`src/bvm_pkg.sv`:
```
// bvm_pkg: payload types, register indexes, charge thresholds and the
// li-ion percentage table for the battery voltage monitor.
// no dependencies.
`default_nettype none

package bvm_pkg;

    // configuration register indexes
    localparam logic [7:0] CFG_DIVIDER_RATIO = 8'd0;
    localparam logic [7:0] CFG_EMA_ALPHA     = 8'd1;

    localparam logic [15:0] DIVIDER_RESET = 16'd8192;
    localparam logic [15:0] ALPHA_RESET   = 16'd6554;

    // item kinds
    localparam logic REQ_SAMPLE  = 1'b0;
    localparam logic REQ_PROCESS = 1'b1;

    // charge thresholds in q.8 millivolts
    localparam logic [23:0] LVL_CHARGE_HIGH = 24'd1088000; // 4250 mV
    localparam logic [23:0] LVL_HOLD_HIGH   = 24'd1075200; // 4200 mV
    localparam logic [23:0] LVL_FULL        = 24'd1062400; // 4150 mV
    localparam logic signed [24:0] DELTA_RISE = 25'sd38400;  // 150 mV
    localparam logic signed [24:0] DELTA_FALL = -25'sd25600; // 100 mV

    localparam logic [6:0] PCT_FULL = 7'd100;

    // stepped li-ion table, highest voltage first
    localparam int PCT_STEPS = 11;
    localparam logic [15:0] PCT_MV [PCT_STEPS] = '{
        16'd4200, 16'd4060, 16'd3980, 16'd3920, 16'd3870, 16'd3820,
        16'd3790, 16'd3770, 16'd3740, 16'd3680, 16'd3450
    };
    localparam logic [6:0] PCT_VAL [PCT_STEPS] = '{
        7'd100, 7'd90, 7'd80, 7'd70, 7'd60, 7'd50,
        7'd40, 7'd30, 7'd20, 7'd10, 7'd5
    };

    typedef struct packed {
        logic        req_type;
        logic [11:0] sample_mv;
    } in_item_t;

    typedef struct packed {
        logic [15:0] voltage_mv;
        logic [6:0]  percent;
        logic        is_charging;
        logic        valid_res;
    } out_item_t;

    // operands of the shared multiplier: a is unsigned, b is two's complement
    typedef struct packed {
        logic [15:0] a;
        logic [24:0] b;
    } mul_req_t;

    // first table step the level reaches, compared in whole millivolts
    function automatic logic [6:0] level_percent(input logic [15:0] lvl_mv);
        logic [6:0] pct;
        pct = 7'd0;
        for (int k = PCT_STEPS - 1; k >= 0; k--) begin
            if (lvl_mv >= PCT_MV[k]) begin
                pct = PCT_VAL[k];
            end
        end
        return pct;
    endfunction

endpackage

`default_nettype wire

```
`src/battery_voltage_median_ema_monitor_unit.sv`:
```
// battery_voltage_median_ema_monitor_unit: sample ring, serial median search,
// scaling and ema through one shared multiplier, charger detection.
// depends on bvm_pkg and bvm_mul.
//
//  channel  | handshake          | payload
//  ---------+--------------------+------------------------------------
//  input    | s_valid / s_ready  | s_data  (in_item_t)
//  result   | m_valid / m_ready  | m_data  (out_item_t)
//  config   | cfg_valid/cfg_ready| cfg_index (8 b), cfg_data (16 b)
//
// sample items and early process items go straight to the result; a process
// item on a full ring tests ring entries in index order against the whole ring
// until one holds the median; the seeding item skips the ema and charger steps.
// aresetn is synchronous; the ring itself is not cleared.
// s_ready is high only when idle; a held result stalls the sequencer at
// its last step until the output register frees up.
`default_nettype none

module battery_voltage_median_ema_monitor_unit
    import bvm_pkg::*;
#(
    parameter int RING_DEPTH = 8
) (
    input  wire logic        aclk,
    input  wire logic        aresetn,
    input  wire logic        s_valid,
    output logic             s_ready,
    input  wire in_item_t    s_data,
    output logic             m_valid,
    input  wire logic        m_ready,
    output out_item_t        m_data,
    input  wire logic        cfg_valid,
    output logic             cfg_ready,
    input  wire logic [7:0]  cfg_index,
    input  wire logic [15:0] cfg_data
);

    localparam int IDX_W = $clog2(RING_DEPTH);
    localparam int CNT_W = $clog2(RING_DEPTH + 1);
    localparam logic [IDX_W-1:0] LAST_IDX = IDX_W'(RING_DEPTH - 1);
    localparam logic [CNT_W-1:0] MED_RANK = CNT_W'(RING_DEPTH / 2);

    localparam logic [3:0] S_IDLE  = 4'd0;
    localparam logic [3:0] S_CAND  = 4'd1;
    localparam logic [3:0] S_CWAIT = 4'd2;
    localparam logic [3:0] S_CMP   = 4'd3;
    localparam logic [3:0] S_MUL1  = 4'd4;
    localparam logic [3:0] S_SCALE = 4'd5;
    localparam logic [3:0] S_MUL2  = 4'd6;
    localparam logic [3:0] S_EMA   = 4'd7;
    localparam logic [3:0] S_CHG   = 4'd8;
    localparam logic [3:0] S_OUT   = 4'd9;

    logic [3:0]       state_reg, state_next;
    logic [15:0]      divider_reg;
    logic [15:0]      alpha_reg;
    logic [IDX_W-1:0] ptr_reg;
    logic             ring_full_reg;
    logic             seeded_reg;
    logic [23:0]      filt_reg;
    logic [23:0]      prior_reg;
    logic             charge_reg;
    logic [IDX_W-1:0] cand_idx_reg;
    logic [IDX_W-1:0] cmp_idx_reg;
    logic [CNT_W-1:0] lt_cnt_reg;
    logic [CNT_W-1:0] le_cnt_reg;
    logic [11:0]      cand_reg;
    logic [11:0]      median_reg;
    logic [23:0]      cur_reg;
    logic             m_valid_reg;
    out_item_t        m_data_reg;

    logic [11:0]      ring_mem [RING_DEPTH];
    logic [11:0]      rd_data_reg;
    logic [IDX_W-1:0] rd_addr;

    logic             s_fire;
    logic             out_load;
    logic             lt_inc, le_inc;
    logic [CNT_W-1:0] lt_sum, le_sum;
    logic             found;
    mul_req_t         mul_req;
    logic signed [41:0] prod_reg;
    logic [24:0]      ema_sum;
    logic signed [24:0] delta;
    logic [6:0]       pct;

    assign s_ready   = (state_reg == S_IDLE);
    assign s_fire    = s_valid && s_ready;
    assign cfg_ready = 1'b1;
    assign out_load  = (state_reg == S_OUT) && (!m_valid_reg || m_ready);
    assign m_valid   = m_valid_reg;
    assign m_data    = m_data_reg;

    // configuration registers
    always_ff @(posedge aclk) begin
        if (!aresetn) begin
            divider_reg <= DIVIDER_RESET;
            alpha_reg   <= ALPHA_RESET;
        end else if (cfg_valid) begin
            unique case (cfg_index)
                CFG_DIVIDER_RATIO: divider_reg <= cfg_data;
                CFG_EMA_ALPHA:     alpha_reg   <= cfg_data;
                default: ;
            endcase
        end
    end

    // ring read address follows the median search
    always_comb begin
        unique case (state_reg)
            S_CAND:  rd_addr = cand_idx_reg;
            S_CMP:   rd_addr = (cmp_idx_reg == LAST_IDX) ? '0 : cmp_idx_reg + 1'b1;
            default: rd_addr = '0;
        endcase
    end

    // sample ring: one write port, one registered read port
    always_ff @(posedge aclk) begin
        if (s_fire && (s_data.req_type == REQ_SAMPLE)) begin
            ring_mem[ptr_reg] <= s_data.sample_mv;
        end
        rd_data_reg <= ring_mem[rd_addr];
    end

    // rank counts of the candidate against the entry read this cycle
    assign lt_inc = (rd_data_reg < cand_reg);
    assign le_inc = (rd_data_reg <= cand_reg);
    assign lt_sum = lt_cnt_reg + CNT_W'(lt_inc);
    assign le_sum = le_cnt_reg + CNT_W'(le_inc);
    assign found  = (lt_sum <= MED_RANK) && (le_sum > MED_RANK);

    // shared multiplier operands
    always_comb begin
        if (state_reg == S_MUL2) begin
            mul_req.a = alpha_reg;
            mul_req.b = {1'b0, cur_reg} - {1'b0, filt_reg};
        end else begin
            mul_req.a = divider_reg;
            mul_req.b = {13'd0, median_reg};
        end
    end

    bvm_mul u_mul (
        .aclk     (aclk),
        .req      (mul_req),
        .prod_reg (prod_reg)
    );

    // ema as filt + alpha*(cur - filt) >> 16, floor on the signed product
    assign ema_sum = {1'b0, filt_reg} + prod_reg[40:16];
    assign delta   = $signed({1'b0, filt_reg}) - $signed({1'b0, prior_reg});

    // result percentage
    always_comb begin
        if (charge_reg && (filt_reg >= LVL_FULL)) begin
            pct = PCT_FULL;
        end else begin
            pct = level_percent(filt_reg[23:8]);
        end
    end

    // sequencer next state
    always_comb begin
        state_next = state_reg;
        unique case (state_reg)
            S_IDLE: begin
                if (s_fire) begin
                    if ((s_data.req_type == REQ_PROCESS) && ring_full_reg) begin
                        state_next = S_CAND;
                    end else begin
                        state_next = S_OUT;
                    end
                end
            end
            S_CAND:  state_next = S_CWAIT;
            S_CWAIT: state_next = S_CMP;
            S_CMP: begin
                if (cmp_idx_reg == LAST_IDX) begin
                    state_next = found ? S_MUL1 : S_CAND;
                end
            end
            S_MUL1:  state_next = S_SCALE;
            S_SCALE: state_next = seeded_reg ? S_MUL2 : S_OUT;
            S_MUL2:  state_next = S_EMA;
            S_EMA:   state_next = S_CHG;
            S_CHG:   state_next = S_OUT;
            S_OUT:   state_next = out_load ? S_IDLE : S_OUT;
            default: state_next = S_IDLE;
        endcase
    end

    // control and filter state
    always_ff @(posedge aclk) begin
        if (!aresetn) begin
            state_reg     <= S_IDLE;
            ptr_reg       <= '0;
            ring_full_reg <= 1'b0;
            seeded_reg    <= 1'b0;
            filt_reg      <= '0;
            prior_reg     <= '0;
            charge_reg    <= 1'b0;
            cand_idx_reg  <= '0;
            cmp_idx_reg   <= '0;
            lt_cnt_reg    <= '0;
            le_cnt_reg    <= '0;
            m_valid_reg   <= 1'b0;
        end else begin
            state_reg <= state_next;

            // ring pointer on sample transactions
            if (s_fire && (s_data.req_type == REQ_SAMPLE)) begin
                if (ptr_reg == LAST_IDX) begin
                    ptr_reg       <= '0;
                    ring_full_reg <= 1'b1;
                end else begin
                    ptr_reg <= ptr_reg + 1'b1;
                end
            end

            // median search counters
            if (s_fire) begin
                cand_idx_reg <= '0;
            end
            if (state_reg == S_CWAIT) begin
                cmp_idx_reg <= '0;
                lt_cnt_reg  <= '0;
                le_cnt_reg  <= '0;
            end
            if (state_reg == S_CMP) begin
                cmp_idx_reg <= cmp_idx_reg + 1'b1;
                lt_cnt_reg  <= lt_sum;
                le_cnt_reg  <= le_sum;
                if ((cmp_idx_reg == LAST_IDX) && !found) begin
                    cand_idx_reg <= cand_idx_reg + 1'b1;
                end
            end

            // first process seeds both levels
            if ((state_reg == S_SCALE) && !seeded_reg) begin
                filt_reg   <= prod_reg[27:4];
                prior_reg  <= prod_reg[27:4];
                seeded_reg <= 1'b1;
            end
            if (state_reg == S_EMA) begin
                filt_reg <= ema_sum[23:0];
            end

            // charger hysteresis
            if (state_reg == S_CHG) begin
                if ((filt_reg > LVL_CHARGE_HIGH) || (delta > DELTA_RISE)) begin
                    charge_reg <= 1'b1;
                end else if ((delta < DELTA_FALL) || (filt_reg < LVL_FULL)) begin
                    if (filt_reg < LVL_HOLD_HIGH) begin
                        charge_reg <= 1'b0;
                    end
                end
                prior_reg <= filt_reg;
            end

            // output register
            if (out_load) begin
                m_valid_reg <= 1'b1;
            end else if (m_ready) begin
                m_valid_reg <= 1'b0;
            end
        end
    end

    // search and scaling payload
    always_ff @(posedge aclk) begin
        if (state_reg == S_CWAIT) begin
            cand_reg <= rd_data_reg;
        end
        if ((state_reg == S_CMP) && (cmp_idx_reg == LAST_IDX) && found) begin
            median_reg <= cand_reg;
        end
        if (state_reg == S_SCALE) begin
            cur_reg <= prod_reg[27:4];
        end
        if (out_load) begin
            m_data_reg.voltage_mv  <= filt_reg[23:8];
            m_data_reg.percent     <= pct;
            m_data_reg.is_charging <= charge_reg;
            m_data_reg.valid_res   <= seeded_reg;
        end
    end

    // a full ring stays full until reset
    a_ring_full_sticky: assert property (@(posedge aclk) disable iff (!aresetn)
        ring_full_reg |=> ring_full_reg)
        else $error("ring full flag dropped");

    // the ema stays seeded once it has been seeded
    a_seeded_sticky: assert property (@(posedge aclk) disable iff (!aresetn)
        seeded_reg |=> seeded_reg)
        else $error("seeded flag dropped");

    // rank counts are ordered during the search
    a_rank_order: assert property (@(posedge aclk) disable iff (!aresetn)
        (state_reg == S_CMP) |-> (le_cnt_reg >= lt_cnt_reg))
        else $error("rank counts out of order");

    // a process transaction on a full ring starts the median search
    a_search_starts: assert property (@(posedge aclk) disable iff (!aresetn)
        (s_fire && (s_data.req_type == REQ_PROCESS) && ring_full_reg)
        |=> (state_reg == S_CAND) && !s_ready)
        else $error("median search did not start");

endmodule

`default_nettype wire

```
`src/bvm_mul.sv`:
```
// bvm_mul: shared 17x25 signed multiplier with a registered product.
// depends on bvm_pkg for the operand struct.
`default_nettype none

module bvm_mul
    import bvm_pkg::*;
(
    input  wire logic                aclk,
    input  wire mul_req_t            req,
    output logic signed [41:0]       prod_reg
);

    logic signed [41:0] prod_next;

    // unsigned a gets a zero sign bit
    assign prod_next = $signed({1'b0, req.a}) * $signed(req.b);

    always_ff @(posedge aclk) begin
        prod_reg <= prod_next;
    end

endmodule

`default_nettype wire
```
`config.mk`:
```
export PLATFORM = sky130hd
export DESIGN_NAME = battery_voltage_median_ema_monitor_unit
export DESIGN_NICKNAME = d
export VERILOG_FILES = /design/src/bvm_pkg.sv /design/src/battery_voltage_median_ema_monitor_unit.sv /design/src/bvm_mul.sv
export SDC_FILE = /design/constraint.sdc
export NUM_CORES = 2
export LEC_CHECK = 0
export ABC_AREA = 1
export BUFFER_PORTS_ARGS = -buffer_cell sky130_fd_sc_hd__buf_4
export CORE_AREA = 8 8 289 291
export DETAILED_ROUTE_END_ITERATION = 8
export DIE_AREA = 0 0 297 299
export SLEW_MARGIN = 20
export SYNTH_ARGS = -nofsm -noshare
export SYNTH_HDL_FRONTEND = slang
export SYNTH_SLANG_ARGS = --single-unit
```
`constraint.sdc`:
```
create_clock -name aclk -period 9.3 [get_ports aclk]
set_clock_uncertainty 0.05 [all_clocks]
set_input_delay 1.395 -clock aclk [delete_from_list [all_inputs] [get_ports aclk]]
set_output_delay 1.395 -clock aclk [all_outputs]
set_load 0.005 [all_outputs]
```
# Word level (Yosys, flattened, before mapping)
# Memories as Yosys holds them, arrays and structs flattened. A register that Yosys moved wholly into a read port is not among the register bits.
# Cells that the tools add are included.
dict set report word_totals {
  ramBits 96
  out_inout_bits 28
  ff_bits 218
  in_bits 42
  n_memories 1
}
# name words width rd rd_clocked_by_memory_dff wr line_no
set mem_list {}
lappend mem_list {ring_mem 8 12 1 1 1 battery_voltage_median_ema_monitor_unit.sv:73} ;# logic [11:0] ring_mem [RING_DEPTH];
dict set report op_classes {
  reduce_logical 32
  mux 39
  n_eq_ne 14
  bitwise_logic 1
  add_sub_neg 8
  n_mul 1
  magnitude_cmp 21
}
# cell count
set op_table {}
lappend op_table {{>= comparator 16 x 12 -> 1 bit (second input constant)} 10}
lappend op_table {{2-to-1 mux 24 bit} 3}
lappend op_table {{subtractor 24 x 24 -> 25 bit} 2}
lappend op_table {{less-than comparator 24 x 21 -> 1 bit (second input constant)} 2}
lappend op_table {{2-to-1 mux 7 bit} 6}
lappend op_table {{2-to-1 mux 41 bit} 1}
lappend op_table {{multiplier 17 x 25 -> 40 bit} 1}
lappend op_table {{one-hot mux 4 bit (10 select lines)} 1}
lappend op_table {{2-to-1 mux 4 bit} 8}
lappend op_table {{2-to-1 mux 3 bit} 9}
lappend op_table {{greater-than comparator 25 x 17 -> 1 bit (second input constant)} 1}
lappend op_table {{less-than comparator 25 x 16 -> 1 bit (second input constant)} 1}
lappend op_table {{adder 24 bit} 1}
lappend op_table {{>= comparator 24 x 21 -> 1 bit (second input constant)} 1}
lappend op_table {{greater-than comparator 24 x 21 -> 1 bit (second input constant)} 1}
lappend op_table {{2-to-1 mux 6 bit} 3}
lappend op_table {{== test 4 x 3 -> 1 bit (second input constant)} 4}
lappend op_table {{>= comparator 16 x 13 -> 1 bit (second input constant)} 1}
lappend op_table {{less-or-equal comparator 12 bit} 1}
lappend op_table {{less-than comparator 12 bit} 1}
lappend op_table {{nonzero test 2 bit} 6}
lappend op_table {{OR reduction 11 bit} 1}
lappend op_table {{logical AND 1 bit} 10}
lappend op_table {{adder 3 x 1 -> 3 bit (second input constant)} 3}
lappend op_table {{other kinds (20)} 38}

# Longest topological paths before layout
dict set report logic_depth {
  depth_word 11
  depth_mapped 42
}

# Hierarchy
# From an unflattened synthesis, not the netlist that was laid out.
dict set report hier_totals {
  cells_unflattened 4233
  hier_area_um2 32799.0
}
# module seq_area_each_um2 area_each_um2 n_inst cells_each
set by_module_without_submodules {}
lappend by_module_without_submodules {bvm_mul 840.8 16757.3 1 2233}
lappend by_module_without_submodules {battery_voltage_median_ema_monitor_unit 7417.1 16041.6 1 2000}

# Least setup slack after synthesis
# No wires, ideal clock.
dict set report synth_timing {
  kind {register -> register}
  from {register filt_reg[0]}
  to {register u_mul.prod_reg[36]}
  period_less_slack_ps 7236
  arrival_ps 7059
  setup_slack_ps 2064
  required_ps 9123
  path_stages_with_launch 42
  cell_sequence {dfxtp_1 > ha_1 > fa_1 > inv_1 > nand3_1 > nand2_1 > a21oi_2 > inv_2 > nand2_1 > nand2_1 > nand2_1 > nand2_2 > nand2_2 > nand2_2 > a21oi_1 > or2_2 > buf_2 > nand3_1 > [6 not listed] > inv_1 > fa_1 > fa_1 > inv_1 > fa_1 > inv_1 > ha_1 > a21oi_1 > o21ai_0 > a21oi_1 > nand3_1 > nand2_1 > nand2_1 > nand2_1 > nand2_1 > a21oi_1 > o21ai_0 > xor2_1}
}
dict set report synth_via {
  elab_chain_len 3
}
# element line_no
set synth_lines {}
lappend synth_lines {{start, declared} battery_voltage_median_ema_monitor_unit.sv:60} ;# logic [23:0] filt_reg;
lappend synth_lines {{start signal, assigned} battery_voltage_median_ema_monitor_unit.sv:241} ;# filt_reg <= prod_reg[27:4];
lappend synth_lines {{start signal, assigned} battery_voltage_median_ema_monitor_unit.sv:246} ;# filt_reg <= ema_sum[23:0];
lappend synth_lines {{subtractor 24 x 24 -> 25 bit} battery_voltage_median_ema_monitor_unit.sv:137} ;# mul_req.b = {1'b0, cur_reg} - {1'b0, filt_reg};
lappend synth_lines {{2-to-1 mux 41 bit} battery_voltage_median_ema_monitor_unit.sv:135} ;# if (state_reg == S_MUL2) begin
lappend synth_lines {{multiplier 17 x 25 -> 40 bit} bvm_mul.sv:16} ;# assign prod_next = $signed({1'b0, req.a}) * $signed(req.b);
lappend synth_lines {{named net u_mul.prod_next[36]} bvm_mul.sv:13} ;# logic signed [41:0] prod_next;
lappend synth_lines {{end signal, assigned} bvm_mul.sv:19} ;# prod_reg <= prod_next;
lappend synth_lines {{end, declared} bvm_mul.sv:10} ;# output logic signed [41:0] prod_reg
# The timed path passes the listed nets, and every way through them passes these cells.
# A chain may end at the register's enable or synchronous reset.

# Worst setup path after layout
dict set report layout_timing {
  from {register filt_reg[0]}
  to {register u_mul.prod_reg[35]}
}
# The elaborated chain is that of the path after synthesis.

==> summary.md <==
| Metric | Value |
|---|---|
| Status | `finished clean` |
| Worst skew pair latency | `540 ps` |
| Syn_area_per_cell | `8.27 um2` |
| TritonCTS buffer count | `34` |
| CTS Sinks | `between 300 and 400` |
| Syn. warnings | `0` |
| Placer Congestion | `0.957` |
| Pre-CTS setup slack | `823 ps` |
| PortBufs | `68` |
| Relative slew slack | `27.0%` |
| Required @ worst endpoint | `a little under 10,000 ps` |
| Most used cell, CP | `nand2_1` |
| DIE HEIGHT | `approximately 300 um` |
| Setup TNS Final | `0 ps` |
| CTS Buffer Depth | `3` |
| Seq/Total Area, Yosys | `a little over a quarter` |
| Unique masters post-synth | `60` |
| Primary FF master, synth | `edfxtp_1` |
| Worst EP arrival | `9190 ps` |
| Final hold vios | `0` |
| Final setup fails | `0` |
| Layout Cells excl Fill | `4,895` |
| Syn Nets | `4,377` |
| Vias | `25.0k` |
| Critical Path Source Type | `flop` |
| Min cycle time layout | `8780 ps` |
| Placed Instance Area | `33,000 um2` |
| CP Class | `flop to flop` |
| # rows | `103` |
| Slew Viols, Final | `0` |
| Number of global-route vias before repair | `~25k` |
| Total global routing overflow | `0` |
| FMAX | `114 MHz` |
| Pre-antenna DRT Iters | `5` |
| Leakage power | `15.9 nW` |
| WL per Instance | `19.0 um` |
| Largest register FFs | `between 90 and 100` |
| Initial antenna violation count | `0` |
| Slowest CP cell | `o21ai_0` |
| CP endpoint kind | `flop` |
| Synth-to-Final Area Change | `9.48%` |
| Post-Place Cells | `4,833` |
| Remaining antenna violation count | `0` |
| Pwr dens | `118 nW/um2` |
| Mapped Cells | `3,765` |
| Hold WC Path Type | `flop to flop` |
| VDD IR max | `approximately 0.00016 V` |
| Filler cells | `~7.9k` |
| Finished Cell Area | `roughly 34,000 um2` |
| Crit share post-route | `94.5%` |
| Postcts setup bufs | `0` |
| Dpl hpwl | `74,600 um` |
| Layout cell share with drive strength beyond 1 | `7.10%` |
| Most common cell after layout, fill and taps aside | `inv_1` |
| Fraction of registers with async set/reset | `0%` |
| Post-cts sizing count | `0` |
| Starting DRC count in detailed routing | `roughly 2.4k` |
| CP peak stage delay | `850 ps` |
| Nets@finish | `4,431` |
| # hold bufs at CTS | `0` |
| Initial Util | `39.6%` |
| CTS tree | `built` |
| Worst Path Max Fanout | `10` |
| #FFs+latches synth | `322` |
| Post-Syn Area | `31,200 um2` |
| Largest net degree at the start of global routing | `114` |
| CTS root buf | `clkbuf_16` |
| Drt drc | `0` |
| Commonest cells after routing, fill and taps aside | `inv_1 (773), nand2_1 (633), nor2_1 (445)` |
| Core Region | `78,600 um2` |
| Drt total wl | `about 93,000 um` |
| Via density | `just over 5` |
| RSZ-0062 raised after global routing | `false` |
| Post-synth EDFFs | `between 150 and 200` |
| Final worst slack | `515 ps` |
| H-tree levels | `2` |
| Top Ports | `70` |
| Die area | `88,800 um2` |
| Width of the die | `297 um` |
| Slew @ Worst Pin | `1080 ps` |
| Clk slew on worst S/H paths | `70 ps` |
| First-pass GRT wire length | `146,000 um` |
| Gr usage total | `20.8%` |
| Max-cap violations | `0` |
==> final timing paths <==
kind / start / end / cells after the start / slack (ps)
hold reg to reg: rd_data_reg[2]$_DFF_P_ / cand_reg[2]$_DFFE_PP_ / 0 / 380
setup reg to reg: filt_reg[0]$_SDFFE_PN0P_ / u_mul.prod_reg[35]$_DFF_P_ / 36 / 520
hold / removal: rd_data_reg[2]$_DFF_P_ / cand_reg[2]$_DFFE_PP_ / 0 / 380
setup / recovery: filt_reg[0]$_SDFFE_PN0P_ / u_mul.prod_reg[35]$_DFF_P_ / 36 / 520
==> final cells by class <==
class | instances | area (um2) | share of cell area [%]
Clock inverter | 18 | 163 | 0.477
Multi-Input combinational cell | 2540 | 19600 | 57.5
Clock buffer | 43 | 915 | 2.68
Tap cell | 1050 | 1310 | 3.85
Sequential cell | 322 | 8140 | 23.9
Antenna cell | 1 | 2.50 | 0.00734
Timing Repair Buffer | 128 | 973 | 2.85
Inverter | 793 | 2980 | 8.73
==> synthesized netlist by cell type (3+ instances only) <==
cell type | count | share of area, %
dfxtp_1 | 153 | 9.8
nand3_1 | 109 | 1.8
o221ai_1 | 12 | 0.34
o21ai_2 | 8 | 0.22
nor2_1 | 450 | 5.4
o21a_1 | 7 | 0.17
inv_2 | 10 | 0.12
or2_2 | 38 | 0.76
a311oi_1 | 3 | 0.084
ha_1 | 189 | 7.6
nor3_1 | 24 | 0.39
nand4_1 | 97 | 1.9
nand2_1 | 633 | 7.6
edfxtp_1 | 169 | 16
o21ai_0 | 147 | 2.4
a221oi_1 | 3 | 0.084
a2bb2oi_1 | 3 | 0.084
o21bai_1 | 18 | 0.43
nor2_4 | 3 | 0.11
buf_2 | 31 | 0.50
fa_1 | 381 | 24
inv_1 | 774 | 9.3
xor2_1 | 37 | 1.0
clkinv_1 | 9 | 0.11
a21boi_0 | 3 | 0.072
nand2_2 | 10 | 0.20
a31oi_1 | 23 | 0.46
nor4_1 | 9 | 0.18
a211oi_1 | 13 | 0.31
o31ai_1 | 3 | 0.072
a2111oi_0 | 5 | 0.14
nand3b_1 | 4 | 0.096
o211ai_1 | 29 | 0.70
a21o_1 | 12 | 0.29
buf_1 | 6 | 0.072
a21oi_1 | 176 | 2.8
clkbuf_1 | 64 | 0.77
o32ai_1 | 12 | 0.34
xnor2_1 | 42 | 1.2
o21ai_1 | 11 | 0.18
buf_4 | 6 | 0.14
nand3_2 | 5 | 0.16
==> logic make-up after synthesis <==
family	share of synthesized area (%)
buffers and inverters	11.1
AND/OR/NAND/NOR	18.9
flip-flops	26.1
adder cells (fa/ha/maj)	32.1
AO/OA/AOI/OAI	9.50
other	0.0120
multiplexers	0.0643
XOR/XNOR	2.22
==> worst max-delay path: cells and delay by family, from the launching register on <==
| kind | cells | cell delay, ps |
|---|---|---|
| simple gates | 13 | 1350 |
| fa+ha+maj | 9 | 3940 |
| xor+xnor | 2 | 270 |
| compound gates | 6 | 1900 |
| buf+inv | 6 | 830 |
| flops | 1 | 350 |
==> power breakdown <==
| group | total, W | internal, W | switching, W | leakage, nW |
|---|---|---|---|---|
| logic | 0.00104 | 0.000354 | 0.000685 | 12.6 |
| clock network | 0.00134 | 0.000760 | 0.000582 | 0.534 |
| registers | 0.00163 | 0.00158 | 0.0000451 | 2.76 |
==> per-layer routing <==
layer | vias up | part of all wire [%] | track usage, %
li1 | 12000 | - | -
met1 | 12100 | 44 | 28.6
met2 | 834 | 46 | 34.0
met3 | 131 | 7.0 | 3.50
met4 | 0 | 2.6 | 5.17
met5 | - | 0 | 0
==> per-stage QoR <==
stage	power (W)	hold WS, ps	utilization [%]
2_1_floorplan	0.00240	358	-
3_3_place_gp	0.00268	364	42.0
3_5_place_dp	0.00269	375	42.0
4_1_cts	0.00404	380	43.4
5_1_grt	0.00425	386	43.4
6_report	0.00401	379	43.4
(Power assumes the default switching activity.)
